<file path="config.mk">
export PLATFORM = sky130hd
export DESIGN_NAME = wbpl_seq
export DESIGN_NICKNAME = d
export VERILOG_FILES = /design/src/hdl/wbpl_pkg.sv /design/src/hdl/wbpl_step.sv /design/src/hdl/wbpl_seq.sv
export SDC_FILE = /design/constraint.sdc
export NUM_CORES = 1
export LEC_CHECK = 0
export BUFFER_PORTS_ARGS = -buffer_cell sky130_fd_sc_hd__buf_2
export CORE_ASPECT_RATIO = 1.1
export CORE_MARGIN = 2
export CORE_UTILIZATION = 55
export DETAILED_ROUTE_END_ITERATION = 12
export PLACE_DENSITY = 0.79
export SETUP_SLACK_MARGIN = 0.5
export SLEW_MARGIN = 20
export SYNTH_ARGS = -nofsm -noshare
export SYNTH_HDL_FRONTEND = slang
export SYNTH_SLANG_ARGS = --single-unit
</file>
<file path="constraint.sdc">
create_clock -name clock -period 5.12 [get_ports clock]
set_clock_uncertainty 0.1 [all_clocks]
set_input_delay 0.512 -clock clock [delete_from_list [all_inputs] [get_ports clock]]
set_output_delay 0.512 -clock clock [all_outputs]
set_load 0.01 [all_outputs]
</file>
<file path="src/hdl/wbpl_pkg.sv">
// ----------------------------------------------------------------------------
// wbpl_pkg
// Shared types, codes and constants for the word buffer with position and
// limit pointers.
// ----------------------------------------------------------------------------
package wbpl_pkg;

   localparam int DEFAULT_CAPACITY = 256;

   localparam int ACTION_W = 4;
   localparam int INDEX_W  = 8;
   localparam int VALUE_W  = 32;
   localparam int MARK_W   = 9;
   localparam int ERR_W    = 2;

   typedef enum logic [ACTION_W-1:0] {
      ACT_PUT       = 4'd0,
      ACT_GET       = 4'd1,
      ACT_PUT_AT    = 4'd2,
      ACT_GET_AT    = 4'd3,
      ACT_CLEAR     = 4'd4,
      ACT_FLIP      = 4'd5,
      ACT_REWIND    = 4'd6,
      ACT_COMPACT   = 4'd7,
      ACT_SET_POS   = 4'd8,
      ACT_SET_LIMIT = 4'd9
   } action_type;

   typedef enum logic [ERR_W-1:0] {
      ERR_OK    = 2'd0,
      ERR_UNDER = 2'd1,
      ERR_OVER  = 2'd2,
      ERR_RANGE = 2'd3
   } err_type;

   // What the decision unit asks of the sequencer for one action
   typedef struct packed {
      logic    wr;
      logic    rd;
      logic    move;
      err_type err;
   } op_type;

endpackage

</file>
<file path="src/hdl/wbpl_step.sv">
// ----------------------------------------------------------------------------
// wbpl_step
// Pointer unit: checks one action against position and limit and gives the
// next pointers, the store address and the store operation to run.
// ----------------------------------------------------------------------------
module wbpl_step #(
   parameter int CAPACITY = wbpl_pkg::DEFAULT_CAPACITY
) (
   input  logic [wbpl_pkg::ACTION_W-1:0]          action,
   input  logic [wbpl_pkg::INDEX_W-1:0]           index,
   input  logic [wbpl_pkg::MARK_W-1:0]            new_mark,
   input  logic [$clog2(CAPACITY+1)-1:0]          cursor,
   input  logic [$clog2(CAPACITY+1)-1:0]          end_mark,
   output logic [$clog2(CAPACITY+1)-1:0]          next_cursor,
   output logic [$clog2(CAPACITY+1)-1:0]          next_end,
   output logic [((CAPACITY > 1) ? $clog2(CAPACITY) : 1)-1:0] addr,
   output wbpl_pkg::op_type                       op
);
   import wbpl_pkg::*;

   localparam int PTR_W  = $clog2(CAPACITY + 1);
   localparam int ADDR_W = (CAPACITY > 1) ? $clog2(CAPACITY) : 1;
   localparam int CW     = (PTR_W > MARK_W) ? PTR_W : MARK_W;

   logic [CW-1:0] cur_x;
   logic [CW-1:0] end_x;
   logic [CW-1:0] idx_x;
   logic [CW-1:0] mark_x;
   logic [CW-1:0] cap_x;
   logic          has_room;
   logic          idx_ok;

   assign cur_x    = CW'(cursor);
   assign end_x    = CW'(end_mark);
   assign idx_x    = CW'(index);
   assign mark_x   = CW'(new_mark);
   assign cap_x    = CW'(CAPACITY);
   // limit never exceeds capacity, so below the limit is inside the store
   assign has_room = (cursor < end_mark);
   assign idx_ok   = (idx_x < end_x);

   always_comb begin
      next_cursor = cursor;
      next_end    = end_mark;
      addr        = cursor[ADDR_W-1:0];
      op          = '{wr: 1'b0, rd: 1'b0, move: 1'b0, err: ERR_OK};
      case (action_type'(action))
         ACT_PUT: begin
            if (has_room) begin
               op.wr       = 1'b1;
               next_cursor = cursor + 1'b1;
            end else begin
               op.err = ERR_OVER;
            end
         end
         ACT_GET: begin
            if (has_room) begin
               op.rd       = 1'b1;
               next_cursor = cursor + 1'b1;
            end else begin
               op.err = ERR_UNDER;
            end
         end
         ACT_PUT_AT: begin
            addr = idx_x[ADDR_W-1:0];
            if (idx_ok) begin
               op.wr = 1'b1;
            end else begin
               op.err = ERR_RANGE;
            end
         end
         ACT_GET_AT: begin
            addr = idx_x[ADDR_W-1:0];
            if (idx_ok) begin
               op.rd = 1'b1;
            end else begin
               op.err = ERR_RANGE;
            end
         end
         ACT_CLEAR: begin
            next_cursor = '0;
            next_end    = PTR_W'(CAPACITY);
         end
         ACT_FLIP: begin
            next_end    = cursor;
            next_cursor = '0;
         end
         ACT_REWIND: begin
            next_cursor = '0;
         end
         ACT_COMPACT: begin
            next_cursor = end_mark - cursor;
            next_end    = PTR_W'(CAPACITY);
            // nothing to move when the words already sit at the start
            op.move     = (end_mark != cursor) && (cursor != '0);
         end
         ACT_SET_POS: begin
            if (mark_x > end_x) begin
               op.err = ERR_RANGE;
            end else begin
               next_cursor = mark_x[PTR_W-1:0];
            end
         end
         ACT_SET_LIMIT: begin
            if (mark_x > cap_x) begin
               op.err = ERR_RANGE;
            end else begin
               next_end = mark_x[PTR_W-1:0];
               if (cur_x > mark_x) begin
                  next_cursor = mark_x[PTR_W-1:0];
               end
            end
         end
         default: begin
         end
      endcase
   end

endmodule

</file>
<file path="src/hdl/wbpl_seq.sv">
// ----------------------------------------------------------------------------
// wbpl_seq
// Sequencer: clearing pass after reset, action execution through the pointer
// unit, store reads and the word-by-word compact move.
// ----------------------------------------------------------------------------
module wbpl_seq #(
   parameter int CAPACITY = wbpl_pkg::DEFAULT_CAPACITY
) (
   input  logic                                   clock,
   input  logic                                   reset,
   input  logic                                   start,
   output logic                                   busy,
   input  logic [wbpl_pkg::ACTION_W-1:0]          req_action,
   input  logic [wbpl_pkg::INDEX_W-1:0]           req_index,
   input  logic signed [wbpl_pkg::VALUE_W-1:0]    req_value,
   input  logic [wbpl_pkg::MARK_W-1:0]            req_new_mark,
   output logic                                   rsp_strobe,
   output logic signed [wbpl_pkg::VALUE_W-1:0]    rsp_read_value,
   output logic [wbpl_pkg::ERR_W-1:0]             rsp_error,
   output logic [wbpl_pkg::MARK_W-1:0]            rsp_position_now,
   output logic [wbpl_pkg::MARK_W-1:0]            rsp_limit_now,
   output logic [wbpl_pkg::MARK_W-1:0]            rsp_remaining_now,
   output logic                                   mem_wr_en,
   output logic [((CAPACITY > 1) ? $clog2(CAPACITY) : 1)-1:0] mem_wr_addr,
   output logic [wbpl_pkg::VALUE_W-1:0]           mem_wr_data,
   output logic                                   mem_rd_en,
   output logic [((CAPACITY > 1) ? $clog2(CAPACITY) : 1)-1:0] mem_rd_addr,
   input  logic [wbpl_pkg::VALUE_W-1:0]           mem_rd_data
);
   import wbpl_pkg::*;

   localparam int PTR_W  = $clog2(CAPACITY + 1);
   localparam int ADDR_W = (CAPACITY > 1) ? $clog2(CAPACITY) : 1;
   localparam int CW     = (PTR_W > MARK_W) ? PTR_W : MARK_W;

   typedef enum logic [2:0] {
      ST_CLEAR,
      ST_IDLE,
      ST_EXEC,
      ST_READ,
      ST_MOVE
   } state_type;

   state_type            state_ff, state_in;
   logic [PTR_W-1:0]     cursor_ff, cursor_in;
   logic [PTR_W-1:0]     end_ff, end_in;
   logic [ACTION_W-1:0]  act_ff, act_in;
   logic [INDEX_W-1:0]   idx_ff, idx_in;
   logic [VALUE_W-1:0]   val_ff, val_in;
   logic [MARK_W-1:0]    mark_ff, mark_in;
   logic [ADDR_W-1:0]    clr_ff, clr_in;
   logic [ADDR_W-1:0]    src_ff, src_in;
   logic [ADDR_W-1:0]    dst_ff, dst_in;
   logic [PTR_W-1:0]     left_ff, left_in;
   logic                 pend_ff, pend_in;
   logic                 strobe_ff, strobe_in;
   logic [VALUE_W-1:0]   rdval_ff, rdval_in;
   err_type              err_ff, err_in;
   logic [MARK_W-1:0]    pos_ff, pos_in;
   logic [MARK_W-1:0]    lim_ff, lim_in;
   logic [MARK_W-1:0]    rem_ff, rem_in;

   logic [PTR_W-1:0]     step_cursor;
   logic [PTR_W-1:0]     step_end;
   logic [ADDR_W-1:0]    step_addr;
   op_type               step_op;
   logic [CW-1:0]        pos_x;
   logic [CW-1:0]        lim_x;
   logic [CW-1:0]        rem_x;

   wbpl_step #(
      .CAPACITY (CAPACITY)
   ) u_step (
      .action      (act_ff),
      .index       (idx_ff),
      .new_mark    (mark_ff),
      .cursor      (cursor_ff),
      .end_mark    (end_ff),
      .next_cursor (step_cursor),
      .next_end    (step_end),
      .addr        (step_addr),
      .op          (step_op)
   );

   always_comb begin
      state_in    = state_ff;
      cursor_in   = cursor_ff;
      end_in      = end_ff;
      act_in      = act_ff;
      idx_in      = idx_ff;
      val_in      = val_ff;
      mark_in     = mark_ff;
      clr_in      = clr_ff;
      src_in      = src_ff;
      dst_in      = dst_ff;
      left_in     = left_ff;
      pend_in     = pend_ff;
      strobe_in   = 1'b0;
      rdval_in    = rdval_ff;
      err_in      = err_ff;
      mem_wr_en   = 1'b0;
      mem_wr_addr = '0;
      mem_wr_data = '0;
      mem_rd_en   = 1'b0;
      mem_rd_addr = '0;
      case (state_ff)
         ST_CLEAR: begin
            mem_wr_en   = 1'b1;
            mem_wr_addr = clr_ff;
            clr_in      = clr_ff + 1'b1;
            if (clr_ff == ADDR_W'(CAPACITY - 1)) begin
               state_in = ST_IDLE;
            end
         end
         ST_IDLE: begin
            if (start) begin
               act_in   = req_action;
               idx_in   = req_index;
               val_in   = req_value;
               mark_in  = req_new_mark;
               state_in = ST_EXEC;
            end
         end
         ST_EXEC: begin
            cursor_in   = step_cursor;
            end_in      = step_end;
            err_in      = step_op.err;
            rdval_in    = '0;
            mem_wr_en   = step_op.wr;
            mem_wr_addr = step_addr;
            mem_wr_data = val_ff;
            mem_rd_en   = step_op.rd;
            mem_rd_addr = step_addr;
            if (step_op.rd) begin
               state_in = ST_READ;
            end else if (step_op.move) begin
               src_in   = cursor_ff[ADDR_W-1:0];
               dst_in   = '0;
               left_in  = end_ff - cursor_ff;
               pend_in  = 1'b0;
               state_in = ST_MOVE;
            end else begin
               strobe_in = 1'b1;
               state_in  = ST_IDLE;
            end
         end
         ST_READ: begin
            rdval_in  = mem_rd_data;
            strobe_in = 1'b1;
            state_in  = ST_IDLE;
         end
         ST_MOVE: begin
            // write the word fetched last cycle while fetching the next one
            if (pend_ff) begin
               mem_wr_en   = 1'b1;
               mem_wr_addr = dst_ff;
               mem_wr_data = mem_rd_data;
               dst_in      = dst_ff + 1'b1;
            end
            if (left_ff != '0) begin
               mem_rd_en   = 1'b1;
               mem_rd_addr = src_ff;
               src_in      = src_ff + 1'b1;
               left_in     = left_ff - 1'b1;
               pend_in     = 1'b1;
            end else begin
               pend_in = 1'b0;
               if (!pend_ff) begin
                  strobe_in = 1'b1;
                  state_in  = ST_IDLE;
               end
            end
         end
         default: begin
            state_in = ST_IDLE;
         end
      endcase
   end

   assign pos_x  = CW'(cursor_in);
   assign lim_x  = CW'(end_in);
   assign rem_x  = CW'(end_in - cursor_in);
   assign pos_in = strobe_in ? pos_x[MARK_W-1:0] : pos_ff;
   assign lim_in = strobe_in ? lim_x[MARK_W-1:0] : lim_ff;
   assign rem_in = strobe_in ? rem_x[MARK_W-1:0] : rem_ff;

   always_ff @(posedge clock) begin
      if (reset) begin
         state_ff  <= ST_CLEAR;
         cursor_ff <= '0;
         end_ff    <= PTR_W'(CAPACITY);
         clr_ff    <= '0;
         left_ff   <= '0;
         pend_ff   <= 1'b0;
         strobe_ff <= 1'b0;
      end else begin
         state_ff  <= state_in;
         cursor_ff <= cursor_in;
         end_ff    <= end_in;
         clr_ff    <= clr_in;
         left_ff   <= left_in;
         pend_ff   <= pend_in;
         strobe_ff <= strobe_in;
      end
      act_ff   <= act_in;
      idx_ff   <= idx_in;
      val_ff   <= val_in;
      mark_ff  <= mark_in;
      src_ff   <= src_in;
      dst_ff   <= dst_in;
      rdval_ff <= rdval_in;
      err_ff   <= err_in;
      pos_ff   <= pos_in;
      lim_ff   <= lim_in;
      rem_ff   <= rem_in;
   end

   assign busy              = (state_ff != ST_IDLE);
   assign rsp_strobe        = strobe_ff;
   assign rsp_read_value    = rdval_ff;
   assign rsp_error         = err_ff;
   assign rsp_position_now  = pos_ff;
   assign rsp_limit_now     = lim_ff;
   assign rsp_remaining_now = rem_ff;

endmodule

</file>
==> results by group <==
STA
  – Tightest Pin Transition: 1.01 ns
  – Final Hold Viols: 0
  – Ratio of final minimum period to clock period: 91.3%
  – Setup Total Neg Slack: 0 ns
  – Post-layout min period: 4.67 ns
  – Final Slew Violations: 0
  – Max-Slew Margin vs Limit: 32.5%
  – Unrepaired setup endpoints after global routing: true
  – Fmax: 0.214 GHz
  – Final setup viols: 0

Synth
  – Number of warnings printed during yosys synthesis: 0
  – Synth cell types: 75
  – Top area cells in the synthesized netlist: sky130_fd_sc_hd__edfxtp_1, sky130_fd_sc_hd__dfxtp_1, sky130_fd_sc_hd__ha_1
  – Most used flip-flop cell after synthesis: sky130_fd_sc_hd__edfxtp_1
  – Synthesized Nets: 979
  – Cell accounting for the most synthesized area: sky130_fd_sc_hd__edfxtp_1
  – Sequential cell area fraction in the yosys report: 52.0%
  – #FFs+latches synth: 170
  – Post-synthesis cell area: 0.00905 mm²
  – Post-synthesis area per instance: 10.8 µm²
  – Number of flops mapped to enable cells by yosys: 130
  – Share of Yosys cell area claimed by the top area cell type: 43.1%
  – Async set-or-reset flop fraction in the synthesized netlist: 0%
  – Synthesized netlist cell count: 841

Power
  – Gate power share: 1.9%
  – Sequential cell fraction of total power: 51.4%
  – Fraction of power spent switching nets: 21.9%
  – Highest ir drop seen on vdd: 0.252 mV
  – Clock network fraction of design power: 46.7%
  – Leakage Power: 4.77 nW
  – Cell internal power dissipation: 0.00224 W
  – Net switching power: 0.000628 W
  – Power density of the placed cells: 253 mW/mm²

Global route
  – Overflow left after global routing: 0
  – Largest net degree at the start of global routing: 66
  – Initial antenna violation count: 0
  – Wire length of the first global-routing pass: 42000 µm
  – Number of global-route vias before repair: 7595
  – Tot GR Track Use: 31.0%

Drt
  – Remaining antenna violation count: 0
  – DR WL/cell: 21.7 µm
  – Drt pass-1 iters: 5
  – DRT iter0 DRCs: 919
  – Routed wire length: 27800 µm
  – Drt drc: 0
  – DR vias: 8055
  – Post-detailed-route via-to-cell ratio: 6.28

Worst setup path
  – Data arrival time of the worst path: 4.77 ns
  – Slowest cell on the critical path: sky130_fd_sc_hd__edfxtp_1
  – Slowest cell delay on critical path: 0.52 ns
  – Worst-path cell chain: ha_4 > nand3_1 > or2_2 > o2bb2ai_4 > a31oi_4 > o22ai_4 > a211oi_2 > nor3_2 > ha_2 > inv_1 > fa_2 > a21o_1 > a211oi_2 > nor2_2 > o41ai_4 > buf_4 > xor2_1 > o311a_1 > a211o_1
  – Most common cell type on the critical path: sky130_fd_sc_hd__a211oi_2
  – Element type at the critical path start: flip-flop
  – Critical path start-end classification: reg -> reg
  – Top fanout value on the critical path: 4
  – Worst Setup End Kind: flip-flop
  – CP Data Required Time: 5.21 ns

Finish
  – Number of diodes: 0
  – Fraction of layout instances using a drive strength above 1: 30.5%
  – Post-layout net count: 1203
  – Fin cells: 1282
  – Synthesis-to-finish area growth: 24.9%

Clocking
  – Number of buffers inserted by hold repair at cts: 0
  – TritonCTS clock tree: done
  – TritonCTS Sinks: 170
  – CTS buffer count: 17
  – Clock latency on the worst-skew pair: 0.44 ns
  – Root Buffer Master: sky130_fd_sc_hd__clkbuf_16
  – Max Root-Sink Buffers: 2
  – H-tree Lvls: 4
  – Clock slew seen by the registers of the worst setup and hold paths: 0.07 ns

Floorplan
  – Y dimension of the die: 139 µm
  – I/O pin count: 201
  – Die Area: 0.0175 mm²
  – Core area: 0.0162 mm²
  – Row count: 49
  – Initial cell density of the core: 55.7%
  – DIE WIDTH: 126 µm

Placement
  – Gpl congestion: 1.04
  – Detail Placement HPWL: 19800 µm
  – Number of cells after detailed placement: 1236
  – Count of input and output buffers: 200

Outcome
  – Result of the run: complete, no violations

Flow run
  – Number of maximum-capacitance constraint violations: 0

Hold path
  – Class of the tightest hold or removal check: in -> reg
-- power by group through the flow --
stage / combinational (W) / sequential (W) / clock [W]
after detailed placement: 0.0000533 / 0.00151 / 0
final: 0.0000544 / 0.00147 / 0.00134
after global placement: 0.0000509 / 0.00151 / 0
after CTS: 0.0000540 / 0.00147 / 0.00135
after floorplan: 0.0000113 / 0.00150 / 0
after global routing: 0.0000588 / 0.00147 / 0.00140
-- worst max-delay path, delay by kind of cell (launching register included) --
family | cells | cell delay (ns)
XOR/XNOR | 1 | 0.05
buffers and inverters | 2 | 0.24
AO/OA/AOI/OAI | 9 | 1.74
AND/OR/NAND/NOR | 4 | 0.87
flip-flops | 1 | 0.52
adder cells (fa/ha/maj) | 3 | 0.88
-- stage by stage --
stage | setup WS, ns | power [W] | hold WS (ns) | cell area (µm²) | utilization (%)
floorplan | 0.599 | 0.00152 | 0.345 | 9050 | -
global placement | 0.323 | 0.00156 | 0.359 | 10400 | 64.0
detailed placement | 0.205 | 0.00156 | 0.365 | 10400 | 64.0
CTS | 0.523 | 0.00288 | 0.134 | 11100 | 68.5
global route | 0.351 | 0.00293 | 0.132 | 11300 | 69.6
finish | 0.445 | 0.00287 | 0.142 | 11300 | 69.6
-- cell type report --
type | count | area, µm²
fill | 1181 | 4940
tap | 204 | 255
timing repair buffer | 246 | 1350
sequential | 170 | 4720
clock buffer | 17 | 425
multi-input combinational | 589 | 4210
inverter | 41 | 158
clock inverter | 15 | 180
-- state kept, by name (all words and copies together) (netlist names), 4 cells and up --
signal             cells
act_ff                 4
clr_ff                 8
cursor_ff              9
dst_ff                 8
end_ff                 9
idx_ff                 8
left_ff                9
mark_ff                9
rsp_limit_now          9
rsp_position_now       9
rsp_read_value        32
rsp_remaining_now      9
src_ff                 8
val_ff                32
-- Yosys cell counts, drive strengths merged, types with 3 or more instances --
master and n:
o22ai 4, o21a 8, a221oi 3, a31oi 10, nor2b 4, a311o 4, nor3 20, clkbuf 35
buf 6, a22oi 10, o2bb2ai 5, xor2 18, nor4 8, o211ai 5, nand4 6, a221o 8
nand3 31, xnor2 13, a21boi 3, nor2 45, a2bb2oi 4, dfxtp 40, and2 14, a211oi 11
a22o 33, edfxtp 130, a21o 19, nand2b 7, ha 48, o21ai 45, nand2 64, and3 46
or3 8, inv 41, a21oi 41
-- metal layers --
| layer | vias up | GRT usage (%) | share of wire (%) |
|---|---|---|---|
| met1 | 3807 | 40.4 | 39 |
| met3 | 106 | 5.83 | 8.5 |
| met5 | - | 0 | 0 |
| met2 | 484 | 49.0 | 47 |
| met4 | 0 | 17.4 | 5.7 |
| li1 | 3658 | - | - |
-- final timing paths --
kind | end | slack (ns) | from | cells past startpoint
worst max-delay path | rsp_remaining_now[8] | 0.45 | mark_ff[4] | 19
worst max register to register | rsp_remaining_now[8] | 0.45 | mark_ff[4] | 19
worst min-delay path | act_ff[3] | 0.14 | req_action[3] | 1
worst min register to register | left_ff[1] | 0.37 | left_ff[1] | 2
-- placed cells by master, fill, tap and decap left out, drive strengths merged, types with 6 or more instances in the layout --
cell,synthesis,layout
nand3,31,31
or3,8,8
a21oi,41,41
a31oi,10,10
ha,48,48
and2,14,14
inv,41,48
nor3,20,20
nor2,45,45
and3,46,46
dfxtp,40,40
nand2b,7,7
a211oi,11,11
a22o,33,33
a22oi,10,10
o21ai,45,45
xor2,18,18
nand4,6,6
a221o,8,8
xnor2,13,13
edfxtp,130,130
clkbuf,35,17
a21o,19,19
nand2,64,64
buf,6,246
o21a,8,8
nor4,8,8
-- logic make-up after synthesis --
kind of cell	Yosys count	share of synthesized area [%]
buffers and inverters	82	3.57
multiplexers	2	0.221
adder cells (fa/ha/maj)	50	7.08
AND/OR/NAND/NOR	266	14.9
XOR/XNOR	31	3.00
flip-flops	170	52.0
AO/OA/AOI/OAI	240	19.3
-- timing repair --
| action | in CTS | in global routing |
|---|---|---|
| pin swaps | 4 | 12 |
| endpoints found under the hold margin | 0 | 0 |
| gates resized for setup | 19 | 28 |
| setup endpoints to repair | 1 | 1 |
| setup buffers | 8 | 6 |
| gates cloned | 0 | 0 |
(Power assumes the default switching activity.)
